`config.mk`:
```
export PLATFORM = sky130hd
export DESIGN_NAME = leb_text_ram
export DESIGN_NICKNAME = d
export VERILOG_FILES = /design/src/hdl/leb_pkg.sv /design/src/hdl/leb_text_ram.sv
export SDC_FILE = /design/constraint.sdc
export NUM_CORES = 2
export LEC_CHECK = 0
export BUFFER_PORTS_ARGS = -buffer_cell sky130_fd_sc_hd__buf_2
export CORE_UTILIZATION = 44
export CTS_CLUSTER_DIAMETER = 120
export DETAILED_ROUTE_END_ITERATION = 6
export PLACE_DENSITY = 0.58
export SETUP_SLACK_MARGIN = 0.05
export SLEW_MARGIN = 20
export SYNTH_ARGS = -nofsm -noshare
export SYNTH_HDL_FRONTEND = slang
export SYNTH_SLANG_ARGS = --single-unit
```
`constraint.sdc`:
```
create_clock -name clk -period 7.55 [get_ports clk]
set_clock_uncertainty 0.1 [all_clocks]
set_input_delay 0.755 -clock clk [delete_from_list [all_inputs] [get_ports clk]]
set_output_delay 0.755 -clock clk [all_outputs]
set_load 0.02 [all_outputs]
```
`src/hdl/leb_pkg.sv`:
```
`timescale 1ns / 1ps
// Shared types and constants of the line edit buffer: sizes, command and
// status codes, sequencer states and the text RAM request. No dependencies.
package leb_pkg;

	localparam int CAPACITY = 256;
	localparam int ADDR_W   = $clog2(CAPACITY);
	localparam int POS_W    = 9;
	localparam int CHAR_W   = 8;
	localparam int IDX_W    = 8;
	localparam int CMD_W    = 3;
	localparam int STAT_W   = 2;

	localparam logic [POS_W-1:0] CAP_POS = POS_W'(CAPACITY);

	typedef enum logic [CMD_W-1:0] {
		CMD_LEFT  = 3'd0,
		CMD_RIGHT = 3'd1,
		CMD_TYPE  = 3'd2,
		CMD_BKSP  = 3'd3,
		CMD_HOME  = 3'd4,
		CMD_END   = 3'd5,
		CMD_READ  = 3'd6
	} leb_cmd_t;

	typedef enum logic [STAT_W-1:0] {
		ST_OK    = 2'd0,
		ST_FULL  = 2'd1,
		ST_EMPTY = 2'd2
	} leb_status_t;

	typedef enum logic [3:0] {
		S_IDLE,
		S_EXEC,
		S_SHIFT_RD,
		S_SHIFT_WR,
		S_PUT,
		S_DEL_RD,
		S_DEL_WR,
		S_DEL_FIN,
		S_RD_WAIT,
		S_DONE
	} leb_state_t;

	typedef struct packed {
		logic              we;
		logic [ADDR_W-1:0] waddr;
		logic [CHAR_W-1:0] wdata;
		logic              re;
		logic [ADDR_W-1:0] raddr;
	} leb_ram_req_t;

	typedef struct packed {
		logic              valid;
		logic [POS_W-1:0]  cursor_pos;
		logic [POS_W-1:0]  text_len;
		logic [CHAR_W-1:0] read_char;
		leb_status_t       status;
	} leb_result_t;

endpackage

```
`src/hdl/leb_text_ram.sv`:
```
`timescale 1ns / 1ps
// Character store: one write port and one read port with registered read data.
// Depends on leb_pkg.
module leb_text_ram
	import leb_pkg::*;
(
	input  logic              clk,
	input  leb_ram_req_t      req,
	output logic [CHAR_W-1:0] rdata
);

	logic [CHAR_W-1:0] mem [CAPACITY];

	always_ff @(posedge clk) begin
		if (req.we) begin
			mem[req.waddr] <= req.wdata;
		end
	end

	always_ff @(posedge clk) begin
		if (req.re) begin
			rdata <= mem[req.raddr];
		end
	end

endmodule

```
[Yosys cells after proc, flatten, opt, wreduce, memory -nomap -nowiden]
Memories as Yosys holds them, arrays and structs flattened. A register that Yosys moved wholly into a read port is not among the register bits.
Index checks and enable logic that the tools add are counted.
Storage, ports and cells
  register bits after elaboration: 0
  memory bits (writable): 2048
  input bits: 27
  output and inout port bits: 8
  logic and storage cells: 3
  memories: 1
Cells by class
  mux-type cells: 2
Memory list
  mem: depth 256, width 8, rd ports 1, clocked after memory_dff 1, write ports 1, line leb_text_ram.sv:12  | logic [CHAR_W-1:0] mem [CAPACITY];
Operator list (number)
  two-way mux 1 bit: 2

[Depth between registers and ports, before layout]
  depth after elaboration: 2
  gate-level depth with buffers: 11
  gate-level depth less buffers: 6

[Least setup slack after synthesis]
OpenSTA, ideal clock, no wires.
  path kind: in2reg
  from: input req[0] (netlist bit)
  to: register rdata[2], read port of mem, data pin
  library setup time: 0.269 ns
  arrival time: 2.562 ns
  required time: 7.181 ns
  slack: 4.619 ns
  stages on the path: 9
  buffers on the path: 4
  cell sequence: buf_6 -> buf_12 -> buf_8 -> buf_2 -> mux4_2 -> a22oi_1 -> a21oi_1 -> nor4_1 -> nor4_2
RTL lines
  start, declared: line leb_text_ram.sv:8  | input leb_ram_req_t req,
  end, declared: line leb_text_ram.sv:9  | output logic [CHAR_W-1:0] rdata

==> impl_results.md <==
* Final Max Tran Viols at 0
* I/O Buffers at 34
* CP Data Arrival Time at 4.83 ns
* Die Ht at roughly 430 um
* Post-DP HPWL at 121 mm
* Adder-cell share of the synthesized area at 0%
* NumNets Final at 3,839
* P per Cell Area at 267 mW/mm2
* Clk buf depth at 3
* Run status: complete, no violations
* Vias in the first global route at 38,600
* P_sw at about 5000 uW
* R2r startpoint: mem[77][0]
* Part of the power in combinational logic at 4.8%
* Post-synth net total at between 3,000 and 4,000
* TritonCTS Buffers at 205
* Detailed-route vias per instance at 6.08
* Pint at 18,600 uW
* Post-synth EDFFs at a little over 2,000
* Total clock sinks at 2,056
* Seq/Total Area, Yosys at 77.5%
* GRT Util Overall at 22.3%
* Worst reg-to-reg setup slack at 4.33 ns
* PostCTS Resize Cnt at 0
* Final Worst Setup Slack at 3.14 ns
* Yosys top cell by area: edfxtp_1
* Drt pass-1 iters at 6
* Setup-failing EPs final at 0
* Final hold slack at 0.255 ns
* WL/cell at 31.8 um
* TNS Setup at 0 ns
* Post-synthesis cell area at 0.0796 mm2
* Hold EP: rdata[3]
* Synth unique cells at 54
* Relative slew slack at 16.9%
* Synth cell count leaders: 2,056 x edfxtp_1, 454 x mux4_2, 282 x nor2_1
* Tightest Pin Transition at 1.23 ns
* Total wire length at 202 mm
* Post-Synthesis Cells at between 3,000 and 4,000
* Post-synthesis compound-gate area fraction at 3.42%
* Hold wc startpoint: req[8]
* CTS tree: built
* Most frequent cell after synthesis: edfxtp_1
* Root Buffer Master: clkbuf_16
* Final ANT Viol Nets at 0
* Largest net degree at the start of global routing at 136
* Hold Vio Cnt, Final at 0
* Final period util at 58.4%
* Post-synth top flop: edfxtp_1
* Ranking of synthesized cells by area: edfxtp_1 78%, mux4_2 13%, mux2i_1 1.7%, nor2_1 1.3%, a22oi_1 1.3%
* Area grow syn2layout at 11.3%
* Routability congestion estimate at approximately 0.84
* Die X at roughly 430 um
* Clock slew at reported path FFs at 0.06 ns
* Mux cell area share after synthesis at 14.6%
* Startpoint types: input pin
* Dpl ws at approximately 2.5 ns
* Final core occ at 49.5%
* Largest family of logic cells by synthesized area: multiplexers
* Syn. warnings at 0
* Remaining DRCs at 0
* Post-synthesis simple-gate area fraction at approximately 2.6%
* DIE AREA at 0.183 mm2
* Skew-Pair Late Insertion Delay at 0.83 ns
* Top cell type's share of synthesized area at 77.5%
* H-tree depth at 4
* # hold bufs at CTS at 0
* Total global routing overflow at 0
* Clock power share at 42.0%
* Vias at between 30,000 and 40,000
* Overall Power at 23,700 uW
* RSZ-0062 raised after global routing: no
* Hold depth at 1
* Peak supply drop at about 0.00023 V
* Setup crit end kind: register
* Syn Area/Cell at ~21 um2
* # rows at ~160
* Initial DRC count at between 4,000 and 5,000
* Core Box Area at 0.179 mm2
* Layout cell share with drive strength beyond 1 at a little over a fifth
* Worst Hold Class: input pin to register
* Initial antenna violation count at 7
* Final min period at ~4.4 ns
* Boundary Pins at 35
* First-pass GRT wire length at 290 mm
* Flop pwr share at 53.3%
* Crit-path max FO at 61
* P_leak at 0.0270 uW
* XOR/XNOR Fraction of Synth Area at 0%
* Fmax achieved at ~0.23 GHz
* Ys async rst share at 0%
* Worst r2r path cells at 6
* Critical path class: input pin to register
* Initial Utilization at 44.4%
* Switch share at between 20% and 30%
* Postcts setup bufs at 0
* Critical path required time at 7.97 ns
* FF-to-FF End: rdata[0]
* Flops & latches, synth at 2,056
* Max Cap Viol at 0
sequential cells by signal, summed over array words and instances, names as in the netlist:
signal and cells:
mem 2048, rdata 8
worst max-delay path by stage:
| stage | startpoint | to | cells past startpoint |
|---|---|---|---|
| detailed placement | req[0] | rdata[7] | 9 |
| floorplan | req[0] | rdata[2] | 9 |
| global route | req[0] | rdata[7] | 9 |
| global placement | req[0] | rdata[7] | 9 |
| CTS | req[0] | rdata[7] | 9 |
| finish | req[0] | rdata[7] | 9 |
metrics by stage:
| step | instance area (um2) | std cells |
|---|---|---|
| 3_5_place_dp | 82200 | 5959 |
| 3_3_place_gp | 82100 | 5958 |
| 4_1_cts | 88700 | 6336 |
| 5_1_grt | 88700 | 6337 |
| 2_1_floorplan | 79600 | 3733 |
| 6_report | 88700 | 6339 |
cell type report:
type	count	area, um2
diodes	2	5.00
well taps	2355	2950
fillers	14400	90500
clock inverters	122	1070
multi-input cells	1442	16500
clock buffers	255	5420
flip-flops and latches	2056	61700
repair buffers	105	973
inverters	2	7.51
cell families (layout without fill, tap and decap cells):
logic type             Yosys count  after routing
buffers and inverters          235            484
multiplexers                   591            591
AO/OA/AOI/OAI                  385            385
other                            0              2
AND/OR/NAND/NOR                466            466
flip-flops                    2056           2056
power by group through the flow:
stage	clock (uW)	sequential (uW)	combinational (uW)
after floorplan	0	12800	611
after global placement	0	12800	1120
after detailed placement	0	12800	1130
after CTS	10100	12600	1130
after global routing	10500	12600	1180
final	9930	12600	1120
routing by layer:
metal | part of all wire [%] | track usage, % | vias up
met3 | 6.7 | 3.99 | 272
met2 | 47 | 34.5 | 1485
li1 | - | - | 15900
met1 | 44 | 32.9 | 20900
met4 | 2.3 | 5.62 | 2
met5 | 0.0064 | 0 | -
layout by cell type (no fill, tap or decap), drive strengths merged, types with 2 or more instances in the layout:
cell	n
a2111oi	5
a211oi	16
a21oi	96
a221oi	14
a22o	8
a22oi	133
a311oi	2
a31oi	2
and2	6
and3b	2
buf	105
bufinv	16
clkbuf	255
clkinv	94
clkinvlp	5
diode	2
edfxtp	2056
inv	9
mux2i	134
mux4	456
nand2	33
nand2b	8
nand3	34
nand3b	2
nand4	10
nor2	282
nor2b	31
nor3	22
nor4	27
o211ai	10
o21ai	12
o221ai	47
o22a	5
o22ai	28
o32ai	5
or2	4
worst max-delay path: stages:
cell	delay [ns]
buf_8	0.54
buf_12	0.36
buf_4	0.58
mux4_2	0.58
nor2b_1	0.14
a211oi_1	0.59
nor3_1	0.11
nor4_1	0.89
nor4_1	0.08
(Power assumes the default switching activity.)
