--- config.mk ---
export PLATFORM = sky130hd
export DESIGN_NAME = leb_seq
export DESIGN_NICKNAME = d
export VERILOG_FILES = /design/src/hdl/leb_pkg.sv /design/src/hdl/leb_seq.sv
export SDC_FILE = /design/constraint.sdc
export NUM_CORES = 1
export LEC_CHECK = 0
export BUFFER_PORTS_ARGS = -buffer_cell sky130_fd_sc_hd__buf_2
export CAP_MARGIN = 20
export CORE_ASPECT_RATIO = 0.5
export CORE_MARGIN = 4
export CORE_UTILIZATION = 32
export CTS_BUF_LIST = sky130_fd_sc_hd__clkbuf_4
export CTS_CLUSTER_SIZE = 10
export DETAILED_ROUTE_END_ITERATION = 10
export PLACE_DENSITY_LB_ADDON = 0.12
export SETUP_SLACK_MARGIN = 0.3
export SLEW_MARGIN = 10
export SYNTH_ARGS = -nofsm -noshare
export SYNTH_HDL_FRONTEND = slang
export SYNTH_SLANG_ARGS = --single-unit
--- constraint.sdc ---
create_clock -name clk -period 10.2 [get_ports clk]
set_clock_uncertainty 0.1 [all_clocks]
set_input_delay 1.53 -clock clk [delete_from_list [all_inputs] [get_ports clk]]
set_output_delay 1.53 -clock clk [all_outputs]
set_load 0.01 [all_outputs]
--- src/hdl/leb_pkg.sv ---
`timescale 1ns / 1ps
// Shared types and constants of the line edit buffer: sizes, command and
// status codes, sequencer states and the text RAM request. No dependencies.
package leb_pkg;

	localparam int CAPACITY = 256;
	localparam int ADDR_W   = $clog2(CAPACITY);
	localparam int POS_W    = 9;
	localparam int CHAR_W   = 8;
	localparam int IDX_W    = 8;
	localparam int CMD_W    = 3;
	localparam int STAT_W   = 2;

	localparam logic [POS_W-1:0] CAP_POS = POS_W'(CAPACITY);

	typedef enum logic [CMD_W-1:0] {
		CMD_LEFT  = 3'd0,
		CMD_RIGHT = 3'd1,
		CMD_TYPE  = 3'd2,
		CMD_BKSP  = 3'd3,
		CMD_HOME  = 3'd4,
		CMD_END   = 3'd5,
		CMD_READ  = 3'd6
	} leb_cmd_t;

	typedef enum logic [STAT_W-1:0] {
		ST_OK    = 2'd0,
		ST_FULL  = 2'd1,
		ST_EMPTY = 2'd2
	} leb_status_t;

	typedef enum logic [3:0] {
		S_IDLE,
		S_EXEC,
		S_SHIFT_RD,
		S_SHIFT_WR,
		S_PUT,
		S_DEL_RD,
		S_DEL_WR,
		S_DEL_FIN,
		S_RD_WAIT,
		S_DONE
	} leb_state_t;

	typedef struct packed {
		logic              we;
		logic [ADDR_W-1:0] waddr;
		logic [CHAR_W-1:0] wdata;
		logic              re;
		logic [ADDR_W-1:0] raddr;
	} leb_ram_req_t;

	typedef struct packed {
		logic              valid;
		logic [POS_W-1:0]  cursor_pos;
		logic [POS_W-1:0]  text_len;
		logic [CHAR_W-1:0] read_char;
		leb_status_t       status;
	} leb_result_t;

endpackage

--- src/hdl/leb_seq.sv ---
`timescale 1ns / 1ps
// Command sequencer: cursor and length registers, the shared pointer adder and
// the state machine that walks tail shifts through the text RAM. Depends on leb_pkg.
module leb_seq
	import leb_pkg::*;
(
	input  logic              clk,
	input  logic              arst_n,
	input  logic              in_valid,
	output logic              in_ready,
	input  logic [CMD_W-1:0]  command,
	input  logic [POS_W-1:0]  step,
	input  logic [CHAR_W-1:0] ch,
	input  logic [IDX_W-1:0]  index,
	output leb_ram_req_t      ram_req,
	input  logic [CHAR_W-1:0] ram_rdata,
	input  logic              done_ready,
	output leb_result_t       done
);

	leb_state_t        state_q, state_d;
	leb_cmd_t          cmd_q;
	logic [POS_W-1:0]  step_q;
	logic [CHAR_W-1:0] ch_q;
	logic [IDX_W-1:0]  index_q;
	logic [POS_W-1:0]  cursor_q, cursor_d;
	logic [POS_W-1:0]  length_q, length_d;
	logic [POS_W-1:0]  ptr_q, ptr_d;
	logic [CHAR_W-1:0] rd_q, rd_d;
	leb_status_t       status_q, status_d;

	logic              ptr_down;
	logic [POS_W-1:0]  ptr_adj;
	logic [POS_W-1:0]  room;
	logic [POS_W-1:0]  length_m1;

	// Shared pointer unit: step down while opening a gap, up while closing one
	assign ptr_down  = (state_q == S_SHIFT_RD) || (state_q == S_SHIFT_WR);
	assign ptr_adj   = ptr_q + (ptr_down ? {POS_W{1'b1}} : POS_W'(1));
	assign room      = length_q - cursor_q;
	assign length_m1 = length_q - POS_W'(1);

	always_ff @(posedge clk or negedge arst_n) begin
		if (!arst_n) begin
			state_q  <= S_IDLE;
			cursor_q <= '0;
			length_q <= '0;
		end else begin
			state_q  <= state_d;
			cursor_q <= cursor_d;
			length_q <= length_d;
		end
	end

	always_ff @(posedge clk) begin
		if (in_valid && in_ready) begin
			cmd_q   <= leb_cmd_t'(command);
			step_q  <= step;
			ch_q    <= ch;
			index_q <= index;
		end
		ptr_q    <= ptr_d;
		rd_q     <= rd_d;
		status_q <= status_d;
	end

	always_comb begin
		state_d  = state_q;
		cursor_d = cursor_q;
		length_d = length_q;
		ptr_d    = ptr_q;
		rd_d     = rd_q;
		status_d = status_q;
		in_ready = 1'b0;
		ram_req  = '0;
		done.valid      = 1'b0;
		done.cursor_pos = cursor_q;
		done.text_len   = length_q;
		done.read_char  = rd_q;
		done.status     = status_q;

		unique case (state_q)
			S_IDLE: begin
				in_ready = 1'b1;
				if (in_valid) begin
					state_d = S_EXEC;
				end
			end
			S_EXEC: begin
				rd_d     = '0;
				status_d = ST_OK;
				state_d  = S_DONE;
				unique case (cmd_q)
					CMD_LEFT: begin
						cursor_d = (step_q > cursor_q) ? '0 : cursor_q - step_q;
					end
					CMD_RIGHT: begin
						cursor_d = (step_q > room) ? length_q : cursor_q + step_q;
					end
					CMD_TYPE: begin
						if (length_q >= CAP_POS) begin
							status_d = ST_FULL;
						end else begin
							ptr_d   = length_q;
							state_d = (length_q == cursor_q) ? S_PUT : S_SHIFT_RD;
						end
					end
					CMD_BKSP: begin
						if (cursor_q == '0 || length_q == '0) begin
							status_d = ST_EMPTY;
						end else begin
							ptr_d   = cursor_q - POS_W'(1);
							state_d = (cursor_q < length_q) ? S_DEL_RD : S_DEL_FIN;
						end
					end
					CMD_HOME: begin
						cursor_d = '0;
					end
					CMD_END: begin
						cursor_d = length_q;
					end
					CMD_READ: begin
						if ({1'b0, index_q} < length_q) begin
							ram_req.re    = 1'b1;
							ram_req.raddr = ADDR_W'(index_q);
							state_d       = S_RD_WAIT;
						end
					end
					default: begin
					end
				endcase
			end
			S_SHIFT_RD: begin
				ram_req.re    = 1'b1;
				ram_req.raddr = ptr_adj[ADDR_W-1:0];
				state_d       = S_SHIFT_WR;
			end
			S_SHIFT_WR: begin
				// move one character right and advance toward the cursor
				ram_req.we    = 1'b1;
				ram_req.waddr = ptr_q[ADDR_W-1:0];
				ram_req.wdata = ram_rdata;
				ptr_d         = ptr_adj;
				state_d       = (ptr_adj == cursor_q) ? S_PUT : S_SHIFT_RD;
			end
			S_PUT: begin
				ram_req.we    = 1'b1;
				ram_req.waddr = cursor_q[ADDR_W-1:0];
				ram_req.wdata = ch_q;
				length_d      = length_q + POS_W'(1);
				cursor_d      = cursor_q + POS_W'(1);
				state_d       = S_DONE;
			end
			S_DEL_RD: begin
				ram_req.re    = 1'b1;
				ram_req.raddr = ptr_adj[ADDR_W-1:0];
				state_d       = S_DEL_WR;
			end
			S_DEL_WR: begin
				// move one character left; stop once the last one is moved
				ram_req.we    = 1'b1;
				ram_req.waddr = ptr_q[ADDR_W-1:0];
				ram_req.wdata = ram_rdata;
				ptr_d         = ptr_adj;
				state_d       = (ptr_adj < length_m1) ? S_DEL_RD : S_DEL_FIN;
			end
			S_DEL_FIN: begin
				length_d = length_m1;
				cursor_d = cursor_q - POS_W'(1);
				state_d  = S_DONE;
			end
			S_RD_WAIT: begin
				rd_d    = ram_rdata;
				state_d = S_DONE;
			end
			S_DONE: begin
				done.valid = 1'b1;
				if (done_ready) begin
					state_d = S_IDLE;
				end
			end
			default: begin
				state_d = S_IDLE;
			end
		endcase
	end

endmodule

=== Yosys cells after proc, flatten, opt, wreduce, memory -nomap -nowiden ===
Cells that the tools add are included.

* Bits in writable memories: 0
* Bits in read-only memories: 0
* Word-level logic and storage cells: 95
* Bits in registers: 69
* Bits in latches: 0
* Memories kept: 0

* Reduce and logical (&&, ||, !) cells: 17
* Shift-type cells: 0
* Equal/unequal tests: 23
* Add/sub/neg operators: 8
* Order comparisons: 6
* Bitwise gates (word level): 0
* Muxes and demuxes: 31
* Divide/modulo/power cells: 0
* Multiply operators: 0

{| class="wikitable"
|+ Operator list
! kind !! count
|-
| 9-bit one-hot mux with 2 select lines || 4
|-
| 9-bit two-way mux || 7
|-
| 9-bit one-hot mux with 4 select lines || 1
|-
| 17-bit one-hot mux with 2 select lines || 1
|-
| 4-bit one-hot mux with 8 select lines || 1
|-
| 9-bit one-hot mux with 3 select lines || 1
|-
| 9-bit by 1-bit adder with 9-bit output (second input constant) || 2
|-
| 9-bit adder || 2
|-
| 9-bit == test || 2
|-
| 9-bit greater-than comparator || 2
|-
| 9-bit logical NOT || 2
|-
| 9-bit < comparator || 2
|-
| 9-bit by 1-bit subtractor with 9-bit output (second input constant) || 2
|-
| 9-bit subtractor || 2
|-
| 4-bit by 3-bit == test with 1-bit output (second input constant) || 4
|-
| 4-bit two-way mux || 4
|-
| 8-bit one-hot mux with 2 select lines || 1
|-
| 4-bit one-hot mux with 3 select lines || 1
|-
| 3-bit == test (second input constant) || 3
|-
| 9-bit greater-or-equal comparator (second input constant) || 1
|-
| 8-bit by 9-bit < comparator with 1-bit output || 1
|-
| 4-bit by 2-bit == test with 1-bit output (second input constant) || 2
|-
| 4-bit == test (second input constant) || 2
|-
| 3-bit by 2-bit == test with 1-bit output (second input constant) || 2
|-
| other kinds (20) || 33
|}

=== Logic depth before layout (Yosys ltp) ===
* Depth in word-level cells: 7
* Gate-level depth with buffers: 19
* Gate-level depth less buffers: 17

=== Worst setup path before layout ===
Ideal clock, no wire load.

* Path type: register to output
* Start: register state_q[2]
* End: output port ram_req[7] (netlist name)
* Arrival time: 2.835 ns
* Stages on the path, launching flop included: 9
* Path slack: 5.735 ns
* Cells stage by stage: dfrtp_1 nor3b_1 ha_1 buf_2 nand2_1 o211ai_2 o41ai_1 xnor2_2 a22o_1

{| class="wikitable"
|+ RTL lines
! what !! RTL line !! text
|-
| from (decl) || leb_seq.sv:21 || <nowiki>leb_state_t state_q, state_d;</nowiki>
|-
| from (signal assigned) || leb_seq.sv:49 || <nowiki>state_q <= state_d;</nowiki>
|-
| to (decl) || leb_seq.sv:15 || <nowiki>output leb_ram_req_t ram_req,</nowiki>
|}

==> flow_summary_export.csv <==
group,metric,value,unit
route,firstDrtPassIters,7,
clock_tree,cts_setup_buffers,0,
floorplan,io-pin-count,96,
placement,dpl.hpwl,16.85,mm
setup_path,slowest_delay,0.66,ns
clock_tree,path_clk_slew,0.14,ns
clock_tree,numCtsBuffers,9,
clock_tree,cts.sinks,69,
power_and_ir_drop,p_per_area,237.2,nW/um^2
synthesis,ys_warn_count,0,
floorplan,die_w,204.3,um
power_and_ir_drop,ir_drop,71.05,uV
setup_path,critPathRequiredTime,8.57,ns
min_path,min_path_type,"reg -> reg",
layout,fin_util,37.82,%
sta,setup_tns,0,ns
floorplan,start_util,33.05,%
synthesis,syn-instance-count,695,
route,drcViolationCount,0,
synthesis,synth-async-reset-ratio,31.88,%
route,drt_iter0_drc,495,
global_routing,antenna_found_initial,1,
clock_tree,worstSkewPairLatency,0.47,ns
global_routing,first_global_vias,5358,
power_and_ir_drop,leakage,3.035,nW
global_routing,grt_max_degree,29,
sta,tightest_slew,0.8816,ns
floorplan,fp.dieH,106.2,um
layout,drive_gt1_share,17.81,%
floorplan,dieArea,21690,um^2
layout,num_antenna_cells,0,
setup_path,worstSetupPathType,"reg -> out",
sta,finalCritPeriodShare,50.21,%
setup_path,critPathTopFamily,"simple AND/OR/NAND/NOR gates",
setup_path,crit_arrival,3.49,ns
placement,place.port_buffers,95,
setup_path,cp_max_fo,15,
setup_path,slowest_stage,"dfrtp_1",
sta,setup_viol,0,
global_routing,grt_pass1_wl,33.04,mm
setup_path,critPathBufInv,3,
sta,slew_headroom,40.97,%
route,vias,5540,
route,ant_nets,0,
sta,grt_setup_unrepaired,"false",
sta,hold_violations,0,
clock_tree,h-tree-depth,3,
synthesis,ys.flop_type,"edfxtp_1",
global_routing,track_usage,19.98,%
sta,max_freq,195.2,MHz
synthesis,syn_area_per_cell,8.872,um^2
run,max-cap-violations,0,
global_routing,grt_overflow,0,
synthesis,synth_nets,800,
layout,finalNetCount,875,
floorplan,rows,35,
sta,min_period,5.122,ns
synthesis,synth_area,6166,um^2
floorplan,core-area,18660,um^2
setup_path,end_kind,"output pin",
route,avgViaCountPerCell,5.358,
sta,slew_violations,0,
sta,fin_hold_ws,0.5949,ns
clock_tree,cts_tree,"built",
route,wl,21.55,mm
setup_path,start_kind,"register",
synthesis,synth_seq_cells,69,
synthesis,ys_seq_area_share,31.82,%
route,wl_per_cell,20.85,um
run_status,status,"complete, no violations",
placement,finalWeightedCongestion,0.9249,
setup_path,path_cells,"nor3b_1 -> buf_4 -> ha_1 -> inv_1 -> or4_4 -> nand2_1 -> xor2_1 -> a22o_1 -> buf_2",
clock_tree,cts_buffer_depth,2,
clock_tree,hold_buffers,0,
clock_tree,cts_resized,0,
layout,area_growth,14.43,%
synthesis,yosysUniqueCellTypes,72,
synthesis,synth_edf_count,47,
clock_tree,cts-root-buf,"clkbuf_4",
power by group:
part           leakage (nW)  internal, mW  total, mW  switching (mW)
combinational          2.21         0.386      0.948           0.562
sequential            0.733         0.373      0.477           0.104
clock                0.0963         0.125      0.248           0.123
registers in the layout, summed over array words and instances (netlist names):
name and cells:
state_q 4, index_q 8, status_q 2, cmd_q 3, length_q 9, rd_q 8, ptr_q 9, step_q 9
cursor_q 9, ch_q 8
Yosys cell counts, types with 3 or more instances:
cell type   n  area share, %
clkbuf_1   29            1.8
a21o_1     10            1.2
xnor2_1    39            5.5
inv_1      40            2.4
and2_1     12            1.2
nor3_1     18            1.5
xor2_1     17            2.4
nor2_1     53            3.2
o22ai_1     9           0.91
fa_1        4            1.3
dfrtp_1    22            8.9
nand2_1    45            2.7
a211oi_1    4           0.49
nor3b_1     3           0.37
edfxtp_1   47             23
ha_1       61             12
a21oi_1    43            3.5
o21bai_1    9            1.1
o21ai_0    54            4.4
mux2i_1     6           0.97
or2_2       5           0.51
nand4_1     9           0.91
o21a_1      8           0.97
nor4_1      6           0.61
nor2b_1    12            1.2
or3_1       6           0.61
buf_2       5           0.41
a31oi_1     4           0.41
o31ai_1     3           0.37
o221ai_1    4           0.57
nand2b_1   12            1.2
o211ai_1    5           0.61
a22oi_1     8           0.97
a211o_1     6           0.85
nand3_1    17            1.4
a22o_1     17            2.4
logic make-up after synthesis:
group | share of synthesized area, %
xor+xnor | 8.584
simple gates | 17.07
compound gates | 22.91
flops | 31.82
fa+ha+maj | 13.68
buf+inv | 4.971
mux | 0.9741
worst register-to-register path, delay by kind of cell, from the launching register on:
| kind | cells | cell delay, ns |
|---|---|---|
| flip-flops | 1 | 0.60 |
| buffers and inverters | 1 | 0.27 |
| AO/OA/AOI/OAI | 7 | 1.82 |
| XOR/XNOR | 1 | 0.09 |
| AND/OR/NAND/NOR | 5 | 1.07 |
| adder cells (fa/ha/maj) | 2 | 0.64 |
placed cells by master, fill, tap and decap left out, drive strengths merged, types with 12 or more instances in the layout:
cell / n
nor3: 18
nand3: 17
xor2: 17
ha: 61
and2: 12
o21ai: 54
nor2: 54
buf: 100
a22o: 17
nand2b: 12
edfxtp: 47
a21oi: 46
nand2: 45
dfrtp: 22
nor2b: 12
xnor2: 40
inv: 40
final cells by class:
class	count	area, um^2
multi-input cells	549	3908
repair buffers	101	520.5
well taps	259	324.1
fillers	1938	11600
inverters	40	150.1
clock inverters	7	123.9
clock buffers	9	67.56
flip-flops and latches	69	1962
worst paths after layout:
kind	cells past startpoint	endpoint	from	slack [ns]
worst min register to register	1	length_q[0]	length_q[0]	0.59
worst max-delay path	9	ram_req[6]	state_q[2]	5.08
worst min-delay path	1	length_q[0]	length_q[0]	0.59
min in group asynchronous	1	cursor_q[4]	arst_n	0.92
max in group asynchronous	1	state_q[3]	arst_n	8.67
worst max register to register	16	cursor_q[0]	cursor_q[1]	5.50
layer usage:
layer  routed length, um  track usage, %  vias up
li1                    -               -     2703
met1               11020           30.46     2626
met2                8774           28.48      186
met3                1459           5.090       23
met4                 284           3.583        2
met5                  13               0        -
per-stage QoR:
stage          setup slack [ns]  cells  power (mW)  instance area (um^2)
2_1_floorplan             5.735    695       1.130                  6166
3_3_place_gp              5.645   1017       1.422                  6857
3_5_place_dp              5.575   1017       1.420                  6857
4_1_cts                   5.079   1033       1.675                  7048
5_1_grt                   4.838   1034       1.814                  7056
6_report                  5.078   1034       1.673                  7056
Note: power is estimated with default switching activity, not from simulation.
